$ cat src/rtl/nau_pkg.sv
// shared types, constants and sigmoid segment table for the activation unit
package nau_pkg;

  localparam int SAMPLE_W         = 16;
  localparam int FRAC_BITS        = 12;
  localparam int SIGMOID_SEGMENTS = 64;
  localparam int SEG_W            = $clog2(SIGMOID_SEGMENTS);
  localparam int T_W              = FRAC_BITS + 4;
  localparam int P_W              = T_W + SEG_W;
  localparam int CLAMP_W          = (FRAC_BITS + 5 > SAMPLE_W + 1) ? FRAC_BITS + 5 : SAMPLE_W + 1;
  localparam int Q16_W            = 17;
  localparam int PROD_W           = Q16_W + T_W;
  localparam int LEAKY_NUM        = 41;
  localparam int LEAKY_SHIFT      = 12;
  localparam int LEAKY_W          = SAMPLE_W + 7;
  localparam int MASTER_SIZE      = 257;
  localparam int QUEUE_DEPTH      = 2;
  localparam int QPTR_W           = (QUEUE_DEPTH > 1) ? $clog2(QUEUE_DEPTH) : 1;
  localparam int QCNT_W           = $clog2(QUEUE_DEPTH + 1);
  localparam int ADDR_W           = 3;
  localparam int DATA_W           = 32;
  localparam int OUT_EXT_W        = 18;

  localparam logic [63:0] EXP_STEP_Q32 = 64'd4034748382;

  localparam logic signed [CLAMP_W-1:0] SIG_LO = CLAMP_W'(-(8 << FRAC_BITS));
  localparam logic signed [CLAMP_W-1:0] SIG_HI = CLAMP_W'((8 << FRAC_BITS) - 1);

  localparam logic REG_ACT_MODE = 1'b0;

  typedef enum logic [1:0] {
    ACT_RELU    = 2'd0,
    ACT_LEAKY   = 2'd1,
    ACT_SIGMOID = 2'd2,
    ACT_TANH    = 2'd3
  } act_mode_e;

  typedef logic [MASTER_SIZE-1:0][Q16_W-1:0] master_t;

  typedef struct packed {
    logic [Q16_W-1:0] y0;
    logic [Q16_W-1:0] dy;
  } seg_entry_t;

  typedef seg_entry_t [SIGMOID_SEGMENTS-1:0] seg_table_t;

  // one classified sample as it waits between front and back
  typedef struct packed {
    act_mode_e           mode;
    logic                last;
    logic [SAMPLE_W-1:0] simple;
    logic [SEG_W-1:0]    seg;
    logic [T_W-1:0]      frac;
  } entry_t;

  // logistic over [-8,8] in q16, 1/16 steps, long division by shift and subtract
  function automatic master_t build_master();
    master_t     m;
    logic [63:0] e;
    logic [63:0] d;
    logic [63:0] num;
    logic [63:0] q;
    logic [63:0] rem;
    int          j;
    int          b;
    m = '0;
    e = 64'd1 << 31;
    for (j = 0; j <= 128; j++) begin
      d   = (64'd1 << 31) + e;
      num = (64'd1 << 47) + (d >> 1);
      q   = '0;
      rem = '0;
      for (b = 63; b >= 0; b--) begin
        rem = {rem[62:0], num[b]};
        if (rem >= d) begin
          rem  = rem - d;
          q[b] = 1'b1;
        end
      end
      m[128 + j] = q[Q16_W-1:0];
      m[128 - j] = 17'd65536 - q[Q16_W-1:0];
      e = (e * EXP_STEP_Q32 + (64'd1 << 31)) >> 32;
    end
    return m;
  endfunction

  localparam master_t MASTER = build_master();

  function automatic seg_table_t build_seg();
    seg_table_t       s;
    int               k;
    int               i0;
    int               i1;
    logic [Q16_W-1:0] y0;
    logic [Q16_W-1:0] y1;
    s = '0;
    for (k = 0; k < SIGMOID_SEGMENTS; k++) begin
      i0 = (k * 256) / SIGMOID_SEGMENTS;
      i1 = ((k + 1) * 256) / SIGMOID_SEGMENTS;
      if (i0 > 256) i0 = 256;
      if (i1 > 256) i1 = 256;
      y0 = MASTER[i0];
      y1 = MASTER[i1];
      if (y1 < y0) y1 = y0;
      s[k].y0 = y0;
      s[k].dy = y1 - y0;
    end
    return s;
  endfunction

  localparam seg_table_t SEG_TABLE = build_seg();

endpackage

$ cat src/rtl/nau_front.sv
// front end: takes samples, works out relu/leaky results and sigmoid segment
module nau_front (
  input  nau_pkg::act_mode_e           mode_i,
  input  logic                         sample_valid_i,
  output logic                         sample_stall_o,
  input  logic [nau_pkg::SAMPLE_W-1:0] sample_in_i,
  input  logic                         last_in_i,
  input  logic                         queue_full_i,
  output logic                         push_o,
  output nau_pkg::entry_t              entry_o
);

  logic signed [nau_pkg::SAMPLE_W-1:0] x;
  logic signed [nau_pkg::SAMPLE_W-1:0] x_dbl;
  logic signed [nau_pkg::SAMPLE_W-1:0] x_sig;
  logic signed [nau_pkg::CLAMP_W-1:0]  x_ext;
  logic signed [nau_pkg::CLAMP_W-1:0]  x_clamp;
  logic        [nau_pkg::CLAMP_W-1:0]  t_full;
  logic        [nau_pkg::T_W-1:0]      t;
  logic        [nau_pkg::P_W-1:0]      p;
  logic signed [nau_pkg::LEAKY_W-1:0]  leaky_prod;
  logic signed [nau_pkg::LEAKY_W-1:0]  leaky_shr;
  logic        [nau_pkg::SAMPLE_W-1:0] simple;

  assign x              = $signed(sample_in_i);
  assign sample_stall_o = queue_full_i;
  assign push_o         = sample_valid_i && !queue_full_i;

  always_comb begin
    // doubling for tanh, saturating at the sample range
    if (x[nau_pkg::SAMPLE_W-1] != x[nau_pkg::SAMPLE_W-2]) begin
      x_dbl = x[nau_pkg::SAMPLE_W-1] ? {1'b1, {(nau_pkg::SAMPLE_W-1){1'b0}}}
                                     : {1'b0, {(nau_pkg::SAMPLE_W-1){1'b1}}};
    end else begin
      x_dbl = {x[nau_pkg::SAMPLE_W-2:0], 1'b0};
    end
    x_sig = (mode_i == nau_pkg::ACT_TANH) ? x_dbl : x;
    x_ext = {{(nau_pkg::CLAMP_W-nau_pkg::SAMPLE_W){x_sig[nau_pkg::SAMPLE_W-1]}}, x_sig};
    if (x_ext < nau_pkg::SIG_LO) begin
      x_clamp = nau_pkg::SIG_LO;
    end else if (x_ext > nau_pkg::SIG_HI) begin
      x_clamp = nau_pkg::SIG_HI;
    end else begin
      x_clamp = x_ext;
    end
    t_full = x_clamp - nau_pkg::SIG_LO;
    t      = t_full[nau_pkg::T_W-1:0];
    p      = {{nau_pkg::SEG_W{1'b0}}, t} * nau_pkg::P_W'(nau_pkg::SIGMOID_SEGMENTS);
  end

  always_comb begin
    leaky_prod = {{(nau_pkg::LEAKY_W-nau_pkg::SAMPLE_W){x[nau_pkg::SAMPLE_W-1]}}, x}
                 * $signed(nau_pkg::LEAKY_W'(nau_pkg::LEAKY_NUM));
    leaky_shr  = leaky_prod >>> nau_pkg::LEAKY_SHIFT;
    if (x > 0) begin
      simple = x;
    end else if (mode_i == nau_pkg::ACT_LEAKY) begin
      simple = leaky_shr[nau_pkg::SAMPLE_W-1:0];
    end else begin
      simple = '0;
    end
  end

  always_comb begin
    entry_o.mode   = mode_i;
    entry_o.last   = last_in_i;
    entry_o.simple = simple;
    entry_o.seg    = p[nau_pkg::T_W +: nau_pkg::SEG_W];
    entry_o.frac   = p[nau_pkg::T_W-1:0];
  end

endmodule

$ cat src/rtl/nau_queue.sv
// short request queue between front and back
module nau_queue (
  input  logic            clk_i,
  input  logic            rst_ni,
  input  logic            push_i,
  input  nau_pkg::entry_t entry_i,
  output logic            full_o,
  output logic            valid_o,
  input  logic            take_i,
  output nau_pkg::entry_t entry_o
);

  nau_pkg::entry_t             mem_q [nau_pkg::QUEUE_DEPTH];
  logic [nau_pkg::QPTR_W-1:0]  wr_ptr_q, wr_ptr_d;
  logic [nau_pkg::QPTR_W-1:0]  rd_ptr_q, rd_ptr_d;
  logic [nau_pkg::QCNT_W-1:0]  count_q, count_d;
  logic                        pop;

  localparam logic [nau_pkg::QPTR_W-1:0] LAST_PTR = nau_pkg::QPTR_W'(nau_pkg::QUEUE_DEPTH - 1);
  localparam logic [nau_pkg::QCNT_W-1:0] FULL_CNT = nau_pkg::QCNT_W'(nau_pkg::QUEUE_DEPTH);

  assign full_o  = (count_q == FULL_CNT);
  assign valid_o = (count_q != '0);
  assign pop     = valid_o && take_i;
  assign entry_o = mem_q[rd_ptr_q];

  always_comb begin
    wr_ptr_d = wr_ptr_q;
    rd_ptr_d = rd_ptr_q;
    count_d  = count_q;
    if (push_i) begin
      wr_ptr_d = (wr_ptr_q == LAST_PTR) ? '0 : wr_ptr_q + 1'b1;
    end
    if (pop) begin
      rd_ptr_d = (rd_ptr_q == LAST_PTR) ? '0 : rd_ptr_q + 1'b1;
    end
    if (push_i && !pop) begin
      count_d = count_q + 1'b1;
    end else if (pop && !push_i) begin
      count_d = count_q - 1'b1;
    end
  end

  always_ff @(posedge clk_i or negedge rst_ni) begin
    if (!rst_ni) begin
      wr_ptr_q <= '0;
      rd_ptr_q <= '0;
      count_q  <= '0;
    end else begin
      wr_ptr_q <= wr_ptr_d;
      rd_ptr_q <= rd_ptr_d;
      count_q  <= count_d;
    end
  end

  always_ff @(posedge clk_i) begin
    if (push_i) begin
      mem_q[wr_ptr_q] <= entry_i;
    end
  end

endmodule

$ cat src/rtl/nau_back.sv
// back end: segment lookup and interpolation, tanh scaling, output register
module nau_back (
  input  logic                         clk_i,
  input  logic                         rst_ni,
  input  logic                         q_valid_i,
  input  nau_pkg::entry_t              q_entry_i,
  output logic                         take_o,
  output logic                         result_valid_o,
  input  logic                         result_stall_i,
  output logic [nau_pkg::SAMPLE_W-1:0] sample_out_o,
  output logic                         last_out_o
);

  logic                         en_out;
  logic                         en_s1;
  logic                         s1_valid_q;
  logic                         out_valid_q;
  nau_pkg::act_mode_e           s1_mode_q;
  logic                         s1_last_q;
  logic [nau_pkg::SAMPLE_W-1:0] s1_simple_q;
  logic [nau_pkg::Q16_W-1:0]    s1_y0_q;
  logic [nau_pkg::PROD_W-1:0]   s1_prod_q;
  logic [nau_pkg::PROD_W-1:0]   prod_d;
  nau_pkg::seg_entry_t          seg_ent;
  logic [nau_pkg::SAMPLE_W-1:0] sample_q, sample_d;
  logic                         last_q;
  logic [nau_pkg::OUT_EXT_W-1:0] y_sum;
  logic [nau_pkg::OUT_EXT_W-1:0] y_rnd;
  logic [nau_pkg::OUT_EXT_W-1:0] sig_val;
  logic [nau_pkg::OUT_EXT_W-1:0] tanh_val;

  assign en_out = !out_valid_q || !result_stall_i;
  assign en_s1  = !s1_valid_q || en_out;
  assign take_o = en_s1;

  assign seg_ent = nau_pkg::SEG_TABLE[q_entry_i.seg];
  assign prod_d  = {{nau_pkg::T_W{1'b0}}, seg_ent.dy}
                   * {{nau_pkg::Q16_W{1'b0}}, q_entry_i.frac};

  always_comb begin
    y_sum    = {1'b0, s1_y0_q}
               + nau_pkg::OUT_EXT_W'(s1_prod_q[nau_pkg::PROD_W-1:nau_pkg::T_W]);
    // round half up from q16 to the sample format
    y_rnd    = y_sum + (nau_pkg::OUT_EXT_W'(1) << (15 - nau_pkg::FRAC_BITS));
    sig_val  = y_rnd >> (16 - nau_pkg::FRAC_BITS);
    tanh_val = (sig_val << 1) - (nau_pkg::OUT_EXT_W'(1) << nau_pkg::FRAC_BITS);
    case (s1_mode_q)
      nau_pkg::ACT_SIGMOID: sample_d = sig_val[nau_pkg::SAMPLE_W-1:0];
      nau_pkg::ACT_TANH:    sample_d = tanh_val[nau_pkg::SAMPLE_W-1:0];
      default:              sample_d = s1_simple_q;
    endcase
  end

  always_ff @(posedge clk_i or negedge rst_ni) begin
    if (!rst_ni) begin
      s1_valid_q  <= 1'b0;
      out_valid_q <= 1'b0;
    end else begin
      if (en_s1) begin
        s1_valid_q <= q_valid_i;
      end
      if (en_out) begin
        out_valid_q <= s1_valid_q;
      end
    end
  end

  always_ff @(posedge clk_i) begin
    if (en_s1 && q_valid_i) begin
      s1_mode_q   <= q_entry_i.mode;
      s1_last_q   <= q_entry_i.last;
      s1_simple_q <= q_entry_i.simple;
      s1_y0_q     <= seg_ent.y0;
      s1_prod_q   <= prod_d;
    end
    if (en_out && s1_valid_q) begin
      sample_q <= sample_d;
      last_q   <= s1_last_q;
    end
  end

  assign result_valid_o = out_valid_q;
  assign sample_out_o   = sample_q;
  assign last_out_o     = last_q;

endmodule

$ cat src/rtl/neural_activation_unit.sv
// activation unit top level: mode register, front end, queue and back end
// path: after its sample is accepted, a result passes the queue, then the lookup-and-multiply and output registers
// throughput: one sample per cycle while the receiver does not stall, set by the single-entry-per-cycle queue
// and the two back-end stages (segment lookup and multiply, then round)
// reset: mode returns to relu, queue and pipeline empty; no table clearing
module neural_activation_unit (
  input  logic                         clk_i,
  input  logic                         rst_ni,
  input  logic                         psel,
  input  logic                         penable,
  input  logic                         pwrite,
  input  logic [nau_pkg::ADDR_W-1:0]   paddr,
  input  logic [nau_pkg::DATA_W-1:0]   pwdata,
  output logic [nau_pkg::DATA_W-1:0]   prdata,
  output logic                         pready,
  input  logic                         sample_valid_i,
  output logic                         sample_stall_o,
  input  logic [nau_pkg::SAMPLE_W-1:0] sample_in_i,
  input  logic                         last_in_i,
  output logic                         result_valid_o,
  input  logic                         result_stall_i,
  output logic [nau_pkg::SAMPLE_W-1:0] sample_out_o,
  output logic                         last_out_o
);

  nau_pkg::act_mode_e act_mode_q;
  nau_pkg::entry_t    push_entry;
  nau_pkg::entry_t    pop_entry;
  logic               push;
  logic               queue_full;
  logic               queue_valid;
  logic               take;
  logic               cfg_write;

  assign pready    = 1'b1;
  assign cfg_write = psel && penable && pwrite && pready
                     && (paddr[2] == nau_pkg::REG_ACT_MODE);

  always_comb begin
    if (paddr[2] == nau_pkg::REG_ACT_MODE) begin
      prdata = {{(nau_pkg::DATA_W-2){1'b0}}, act_mode_q};
    end else begin
      prdata = '0;
    end
  end

  always_ff @(posedge clk_i or negedge rst_ni) begin
    if (!rst_ni) begin
      act_mode_q <= nau_pkg::ACT_RELU;
    end else if (cfg_write) begin
      act_mode_q <= nau_pkg::act_mode_e'(pwdata[1:0]);
    end
  end

  nau_front u_front (
    .mode_i         (act_mode_q),
    .sample_valid_i (sample_valid_i),
    .sample_stall_o (sample_stall_o),
    .sample_in_i    (sample_in_i),
    .last_in_i      (last_in_i),
    .queue_full_i   (queue_full),
    .push_o         (push),
    .entry_o        (push_entry)
  );

  nau_queue u_queue (
    .clk_i   (clk_i),
    .rst_ni  (rst_ni),
    .push_i  (push),
    .entry_i (push_entry),
    .full_o  (queue_full),
    .valid_o (queue_valid),
    .take_i  (take),
    .entry_o (pop_entry)
  );

  nau_back u_back (
    .clk_i          (clk_i),
    .rst_ni         (rst_ni),
    .q_valid_i      (queue_valid),
    .q_entry_i      (pop_entry),
    .take_o         (take),
    .result_valid_o (result_valid_o),
    .result_stall_i (result_stall_i),
    .sample_out_o   (sample_out_o),
    .last_out_o     (last_out_o)
  );

endmodule

$ cat config.mk
export PLATFORM = sky130hd
export DESIGN_NAME = neural_activation_unit
export DESIGN_NICKNAME = d
export VERILOG_FILES = /design/src/rtl/nau_pkg.sv /design/src/rtl/nau_front.sv /design/src/rtl/nau_queue.sv /design/src/rtl/nau_back.sv /design/src/rtl/neural_activation_unit.sv
export SDC_FILE = /design/constraint.sdc
export NUM_CORES = 1
export LEC_CHECK = 0
export BUFFER_PORTS_ARGS = -buffer_cell sky130_fd_sc_hd__buf_2
export CAP_MARGIN = 20
export CORE_ASPECT_RATIO = 0.7
export CORE_MARGIN = 4
export CORE_UTILIZATION = 60
export CTS_BUF_LIST = sky130_fd_sc_hd__clkbuf_4 sky130_fd_sc_hd__clkbuf_8
export CTS_CLUSTER_DIAMETER = 60
export DETAILED_ROUTE_END_ITERATION = 10
export PLACE_DENSITY = 0.8
export SLEW_MARGIN = 20
export SYNTH_ARGS = -nofsm -noshare
export SYNTH_HDL_FRONTEND = slang
export SYNTH_SLANG_ARGS = --single-unit
$ cat constraint.sdc
create_clock -name clk_i -period 25.5 [get_ports clk_i]
set_clock_uncertainty 0.2 [all_clocks]
set_input_delay 1.275 -clock clk_i [delete_from_list [all_inputs] [get_ports clk_i]]
set_output_delay 1.275 -clock clk_i [all_outputs]
set_load 0.02 [all_outputs]
# Word-level counts from Yosys, hierarchy flattened
# Memories as Yosys holds them, arrays and structs flattened.
# Index checks and enable logic that the tools add are counted.
# word_totals
output_inout_bits	52
regBits	94
inputBits	59
memories	2
ram_bits	70
mem_bits_ro	2176
# op_classes
bitwise_logic	1
magnitude_cmp	4
mul	2
eq_ne	6
n_reduce_logical	18
addsub	8
n_mux	16
# mem_list
name	words	width	read_ports	rd_ports_with_merged_regs	wr	line_no	text
(no name shown)	64	34	1	0	0	nau_back.sv:36	assign seg_ent = nau_pkg::SEG_TABLE[q_entry_i.seg];
u_queue.mem_q	2	35	1	0	1	nau_queue.sv:13	nau_pkg::entry_t mem_q [nau_pkg::QUEUE_DEPTH];
# op_table
cell	count
$mux 16	7
$mux 34	1
$mul 17x16->33	1
$pmux 16 s2	1
$mul 16x7->23 const B	1
$add 17x17->18	1
$add 18x4->18 const B	1
$gt 16x1->1 const B	1
$gt 16x16->1 const B	1
$lt 16x16->1 const B	1
$sub 15x13->16 const B	1
$sub 16x16->16 const B	1
$eq 2x2->1 const B	4
$logic_and 1x1->1	8
$lt 6x7->1 const B	1
$logic_not 1->1	6
$mux 2	3
$mux 1	4
$reduce_bool 2->1	2
$add 1x1->1 const B	2
$add 2x1->2 const B	1
$eq 2x1->1 const B	1
$logic_or 1x1->1	2
$sub 2x1->2 const B	1
2 further kinds	2

# Logic depth before layout (Yosys ltp)
# Gate-level depths: netlist of run 1.
# logic_depth
word_depth	7
depth_mapped	33

# Hierarchy
# A second synthesis of run 1 with hierarchy kept.
# unflattened
hier_cells	1878
hier_area_um2	18198.7
# by_module_without_submodules
module	cells_each	seq_area_each_um2	area_per_inst_um2	n_inst
nau_back	1379	2062.0	12150.4	1
nau_queue	144	2562.5	3350.7	1
nau_front	315	0.0	2336.0	1
neural_activation_unit	40	50.0	361.6	1

# Worst setup path after synthesis of run 1
# No wires, ideal clock.
# synth_timing
path_type	reg-to-reg
start	reg u_queue.rd_ptr_q
end	reg u_back.s1_prod_q[29] (netlist name) (data pin)
stages_incl_launch_ff	30
period_less_slack_ns	8.117
path_slack_ns	17.383
setup_time_ns	0.267
arrival_ns	7.649
cell_sequence	dfrtp_1 > buf_6 > buf_6 > buf_2 > mux2i_1 > inv_2 > ha_1 > clkbuf_1 > nand2_1 > a311oi_1 > a311oi_2 > nand2b_1 > clkbuf_1 > or2_2 > fa_1 > fa_1 > inv_1 > fa_1 > fa_1 > fa_1 > ha_1 > ha_1 > o21a_1 > nor2_1 > nor4_1 > nand4b_2 > a211oi_2 > nor2_1 > o311ai_4 > xor2_1
# synth_via
elab_chain_len	4
# synth_lines
element	line_no	text
start, declared	nau_queue.sv:15	logic [nau_pkg::QPTR_W-1:0] rd_ptr_q, rd_ptr_d;
start signal, assigned	nau_queue.sv:51	rd_ptr_q <= rd_ptr_d;
$mem_v2 2x35 *	-	
$mem_v2 64x34	-	
$mux 34 (implied by the code)	nau_back.sv:36	
$mul 17x16->33 *	nau_back.sv:38	* {{nau_pkg::Q16_W{1'b0}}, q_entry_i.frac};
net u_back.prod_d (one bit)	nau_back.sv:23	logic [nau_pkg::PROD_W-1:0] prod_d;
end signal, assigned	nau_back.sv:74	s1_prod_q <= prod_d;
end, declared	nau_back.sv:22	logic [nau_pkg::PROD_W-1:0] s1_prod_q;
# Mark *: on every way through the listed nets, which the timed path passes. The rest lies on a longest branch. The select of a mux whose other input is x is not followed.
# A chain may end at the register's enable or synchronous reset.

# Worst setup path after layout of run 1
# Same ends and word-level chain as after synthesis.

==> flow_summary.ini, run 1 <==
[status]
status = complete, no violations

[layout]
seqCellArea_um2 = 4315
final_nets = 1829
synthToLayoutAreaGrowth_pct = 5.906
layout-drive-gt1-share = 0.1079
antenna_cells = 0
multi_input_area_um2 = 9032
fill_cells = 1827

[floorplanning]
row_count = 46
io-pin-count = 111
core_um2 = 23080
initial_core_util = 0.6205
die_y_um = 137.3
die_x_um = 192.7
die_area_um2 = 26440

[synthesis]
synth_cell_types = 86
synth-main-ff-cell = edfxtp_1
yosysTopAreaCellShare = 0.2873
synth_top_cell_by_area = edfxtp_1
synthTopCellsByCount = 179 x ha_1, 158 x inv_1, 147 x nor2_1
syn-cell-area_um2 = 14320
async_reset_ff_frac = 0.05517
yosysMostFrequentCell = ha_1
ys_seq_area_frac = 0.3012
synth_edf_count = 137
ys_ff_latch = 145
netlist_top_cells_area = edfxtp_1 29%, ha_1 16%, fa_1 13%
yosys_warnings = 0
syn_area_per_cell_um2 = 9.703
synthCells = 1476

[global_routing]
grt-ovfl-total = 0
antenna_found_initial = 0
grt.total_usage = 0.2939
grt_pass1_vias = 10950
grt_start_max_net_pins = 66
grt_pass1_wl_um = 59620

[clocking]
post_cts_resized = 0
clock_latency_ns = 0.47
cts_tree = built
cts.path.max_buffers = 2
cts_root_buf = clkbuf_8
cts_buffers = 17
htree_num_levels = 4
ctsHoldBuffers = 0
cts_num_sinks = 145
postCtsSetupBuffers = 0
clk_pin_slew_ns = 0.09

[critical_path]
path_common_cell = fa_1
critPathLaunchType = register
cp_max_fo = 51
slowest_stage = mux2i_4
crit_path_end_kind = register
path_class = reg2reg
path_cells = buf_4 > mux2i_4 > ha_1 > nand2_1 > a311oi_1 > a311oi_2 > nand2b_1 > or2_2 > fa_1 > fa_1 > inv_1 > fa_1 > fa_1 > fa_1 > ha_1 > ha_1 > o21a_1 > nor2_1 > nor4_1 > nand4b_2 > a211oi_2 > nor2_1 > o311ai_4 > xor2_1
max_stage_delay_ns = 0.66
critPathArrivalTime_ns = 9.74
crit_required_ns = 25.50

[routing]
drtIter0Drc = 1161
firstDrtPassIters = 8
via_count = 11200
drc = 0
ant_nets = 0
drt_wl_total_um = 37770
routed_via_density = 6.148
wl_per_cell_um = 20.73

[sta]
grt_setup_unrepaired = false
drv_slew = 0
setup_violations = 0
timing.slew.headroom = 0.2634
tightest_slew_ns = 1.101
timing.final.crit_share = 0.3820
finalHoldViolCount = 0
clock.fmax_mhz = 102.7
finalSetupTns_ns = 0
finalCriticalPeriod_ns = 9.740

[placed_design]
finalWeightedCongestion = 1.041
numPortBuffers = 47
dp_hpwl_um = 29150

[min_path]
hold_class = reg2reg

[job]
max-cap-violations = 0
==> sequential cells by signal, summed over array words and instances (netlist names) <==
| name | flops |
|---|---|
| u_queue.mem_q | 70 |
| u_back.s1_simple_q | 16 |
| u_back.s1_y0_q | 16 |
| u_back.sample_out_o | 16 |
| u_back.s1_prod_q | 15 |
| act_mode_q | 2 |
| u_back.s1_mode_q | 2 |
| u_queue.count_q | 2 |
| u_back.last_out_o | 1 |
| u_back.result_valid_o | 1 |
| u_back.s1_last_q | 1 |
| u_back.s1_valid_q | 1 |
| u_queue.rd_ptr_q | 1 |
| u_queue.wr_ptr_q | 1 |
==> per-layer routing <==
layer	up-vias	GRT usage	wire length [um]	share of wire
met2	583	0.4328	16130	0.43
met4	0	0.06136	523	0.014
li1	5149	-	-	-
met5	-	0	0	0
met1	5425	0.4248	16660	0.44
met3	45	0.1001	4455	0.12
==> worst max-delay path: cells and delay by family, from the launching register on <==
| family | cells | cell delay, ns |
|---|---|---|
| simple gates | 7 | 2.15 |
| fa+ha+maj | 8 | 3.86 |
| buf+inv | 2 | 0.65 |
| mux | 1 | 0.66 |
| flops | 1 | 0.35 |
| compound gates | 5 | 1.43 |
| xor+xnor | 1 | 0.10 |
==> layout by cell type (no fill, tap or decap), types with 8 or more instances in the layout <==
| cell type | instances |
|---|---|
| nor2_1 | 146 |
| buf_2 | 47 |
| buf_4 | 23 |
| fa_1 | 94 |
| nand3_1 | 28 |
| a31oi_1 | 8 |
| o21ai_0 | 86 |
| or2_2 | 10 |
| nand2_1 | 111 |
| nor3_1 | 17 |
| nand2b_1 | 31 |
| clkbuf_8 | 17 |
| ha_1 | 179 |
| o22ai_1 | 11 |
| and3_1 | 12 |
| xor2_1 | 14 |
| mux2i_1 | 16 |
| a21oi_1 | 86 |
| conb_1 | 31 |
| inv_1 | 157 |
| mux2_2 | 27 |
| o2bb2ai_1 | 9 |
| edfxtp_1 | 137 |
| xnor2_1 | 20 |
| a211oi_1 | 15 |
| nor2b_1 | 9 |
| a21o_1 | 14 |
==> through the flow <==
step                worst slack [ns]  instances  instance area [um^2]  hold WS [ns]  utilization
global placement               16.02       1790                 14750        0.2033       0.6393
global route                   15.39       1822                 15170        0.2495       0.6572
CTS                            15.89       1822                 15170        0.2302       0.6572
finish                         15.76       1822                 15170        0.2256       0.6572
floorplan                      17.38       1505                 14430        0.2003            -
detailed placement             15.97       1790                 14750        0.2099       0.6393
==> logic make-up (layout without fill, tap and decap cells) <==
family / Yosys count / count (layout) / share of synthesized area
flip-flops: 145 / 145 / 0.3012
other: 2 / 31 / 0.0005244
multiplexers: 50 / 50 / 0.04062
AO/OA/AOI/OAI: 310 / 310 / 0.1408
XOR/XNOR: 34 / 34 / 0.02079
buffers and inverters: 259 / 264 / 0.07767
AND/OR/NAND/NOR: 403 / 403 / 0.1306
adder cells (fa/ha/maj): 273 / 273 / 0.2878
==> final timing paths <==
kind / start / end / slack [ns] / cells past startpoint
setup / recovery: u_queue.rd_ptr_q / u_back.s1_prod_q[29] / 15.76 / 24
hold / removal: u_back.s1_last_q / u_back.last_out_o / 0.23 / 0
setup reg to reg: u_queue.rd_ptr_q / u_back.s1_prod_q[29] / 15.76 / 24
hold reg to reg: u_back.s1_last_q / u_back.last_out_o / 0.23 / 0
max in group asynchronous: rst_ni / u_queue.rd_ptr_q / 24.49 / 1
min in group asynchronous: rst_ni / u_queue.count_q[1] / 0.43 / 1
==> final cells by class <==
class,count,share of cell area
multi-input combinational,1101,0.5955
sequential,145,0.2845
inverter,162,0.04009
timing repair buffer,70,0.02689
tap,312,0.02574
clock buffer,18,0.01592
clock inverter,14,0.01130
Power of run 1 is left out: the tool's default activity adds up to more than one toggle a clock period on the data nets, which glitch-free logic cannot reach.
==> run 2: changes to the inputs <==
Settings changed: CORE_UTILIZATION 60 to 57, PLACE_DENSITY 0.8 to 0.79.
Clock period 25.5 ns to 7.8 ns, I/O delays scaled along.
==> run 2 against run 1 <==
  * Non-clock buffer count is 117 higher
  * Wire length is 3.7% higher
  * Worst setup slack worse by 16 ns
  * Register-to-register slack worse by 16 ns
  * Highest routed layer unchanged
  * Clock-buffer cell count stayed put
==> flow_summary.ini, run 2 (same netlist as run 1, synthesis figures left out) <==
[global_routing]
grt_start_max_net_pins = 51
grt_pass1_wl_um = 62330
grt-ovfl-total = 0
grt.total_usage = 0.2878
antenna_found_initial = 0
grt_pass1_vias = 11470

[routing]
drtIter0Drc = 1038
via_count = 11420
routed_via_density = 5.848
drt_wl_total_um = 39180
firstDrtPassIters = 5
ant_nets = 0
wl_per_cell_um = 20.07
drc = 0

[critical_path]
slowest_stage = fa_1
cp_max_fo = 7
path_common_cell = fa_1
path_class = reg2reg
critPathArrivalTime_ns = 7.58
crit_required_ns = 7.83
crit_path_end_kind = register
crit_buf_inv = 6
critPathLaunchType = register
max_stage_delay_ns = 0.60
cpLargestDelayFamily = adder cells

[sta]
finalHoldViolCount = 0
clock.fmax_mhz = 132.4
setup_violations = 0
timing.final.crit_share = 0.9683
drv_slew = 0
finalCriticalPeriod_ns = 7.552
timing.slew.headroom = 0.2939
tightest_slew_ns = 1.046

[floorplanning]
core_um2 = 24680
io-pin-count = 111
initial_core_util = 0.5802
die_x_um = 197.5
die_y_um = 140.6
row_count = 48
die_area_um2 = 27770

[layout]
synthToLayoutAreaGrowth_pct = 13.94
final_nets = 1946
layout_commonest_cell = ha_1
final_util = 0.6611
final_cells = 1952
layout-drive-gt1-share = 0.1856
top_register = u_queue.mem_q
antenna_cells = 0
fill_cells = 1956
largest_register_ffs = 70
most-common-layout-cells = 172 x ha_1, 157 x inv_1, 141 x nor2_1, 137 x edfxtp_1, 126 x buf_4

[clocking]
cts_tree = built
htree_num_levels = 4
cts.path.max_buffers = 2
cts_buffers = 17
clock_latency_ns = 0.47
cts_num_sinks = 145
clk_pin_slew_ns = 0.09
cts_root_buf = clkbuf_8

[placed_design]
finalWeightedCongestion = 0.9777
numPortBuffers = 47
dp.cells = 1908
dp_hpwl_um = 31150

[min_path]
hold_class = in2async

[job]
max-cap-violations = 0

[status]
status = complete, no violations
[run 2: changes by cell type in the layout (fill, tap and decap cells not counted), sizes merged]
cell,change
dlygate4sd3,+5
buf,+112
[run 2: final timing paths]
| kind | endpoint | startpoint | cells after the start | slack, ns |
|---|---|---|---|---|
| hold reg to reg | u_back.last_out_o | u_back.s1_last_q | 0 | 0.26 |
| setup reg to reg | u_back.s1_prod_q[26] | u_queue.rd_ptr_q | 28 | 0.25 |
| hold / removal | u_queue.count_q[1] | rst_ni | 2 | 0.09 |
| setup / recovery | u_back.s1_prod_q[26] | u_queue.rd_ptr_q | 28 | 0.25 |
| max in group asynchronous | u_queue.rd_ptr_q | rst_ni | 2 | 7.12 |
| min in group clk_i | u_queue.wr_ptr_q | sample_valid_i | 3 | 0.09 |
[run 2: repair_timing]
| action | 4_1_cts | 5_1_grt |
|---|---|---|
| endpoints found under the hold margin | 14 | 0 |
| pin swaps | 1 | 15 |
| buffers inserted | 1 | 6 |
| endpoints found under the setup margin | 13 | 15 |
| hold buffers | 5 | 0 |
| gates resized for setup | 3 | 41 |
[run 2: cell type report]
class                           count  area [um^2]  area share
Clock buffer                       18        241.5     0.01480
Timing Repair Buffer              187         1376     0.08434
Inverter                          162        610.6     0.03742
Clock inverter                     14        170.2     0.01043
Tap cell                          325        406.6     0.02492
Sequential cell                   145         4315      0.2645
Multi-Input combinational cell   1101         9198      0.5636
[run 2: worst register-to-register path: cells and delay by family, from the launching register on]
kind | cells | cell delay, ns
buf+inv | 6 | 0.83
xor+xnor | 1 | 0.14
mux | 1 | 0.35
compound gates | 4 | 0.83
simple gates | 8 | 1.23
fa+ha+maj | 8 | 3.34
flops | 1 | 0.39
[run 2: layer usage]
metal / GRT usage / vias to the layer above / part of all wire
li1: - / 5392 / -
met1: 0.4259 / 5512 / 0.46
met2: 0.4169 / 470 / 0.43
met3: 0.09986 / 41 / 0.10
met4: 0.05033 / 0 / 0.011
met5: 0 / - / 0
[run 2: metrics by stage]
| stage | worst slack (ns) | TNS, ns | hold slack (ns) | instance area (um^2) |
|---|---|---|---|---|
| 6_report | 0.2476 | 0 | 0.08545 | 16320 |
| 5_1_grt | -0.01323 | -0.01970 | 0.09627 | 16320 |
| 4_1_cts | 0.06038 | 0 | 0.06111 | 16110 |
| 3_5_place_dp | -0.2738 | -1.721 | 0.05532 | 15620 |
| 3_3_place_gp | -0.1557 | -0.4596 | 0.03726 | 15620 |
| 2_1_floorplan | 0.01145 | 0 | -0.1056 | 14450 |
Power of run 2 is left out for the same reason.
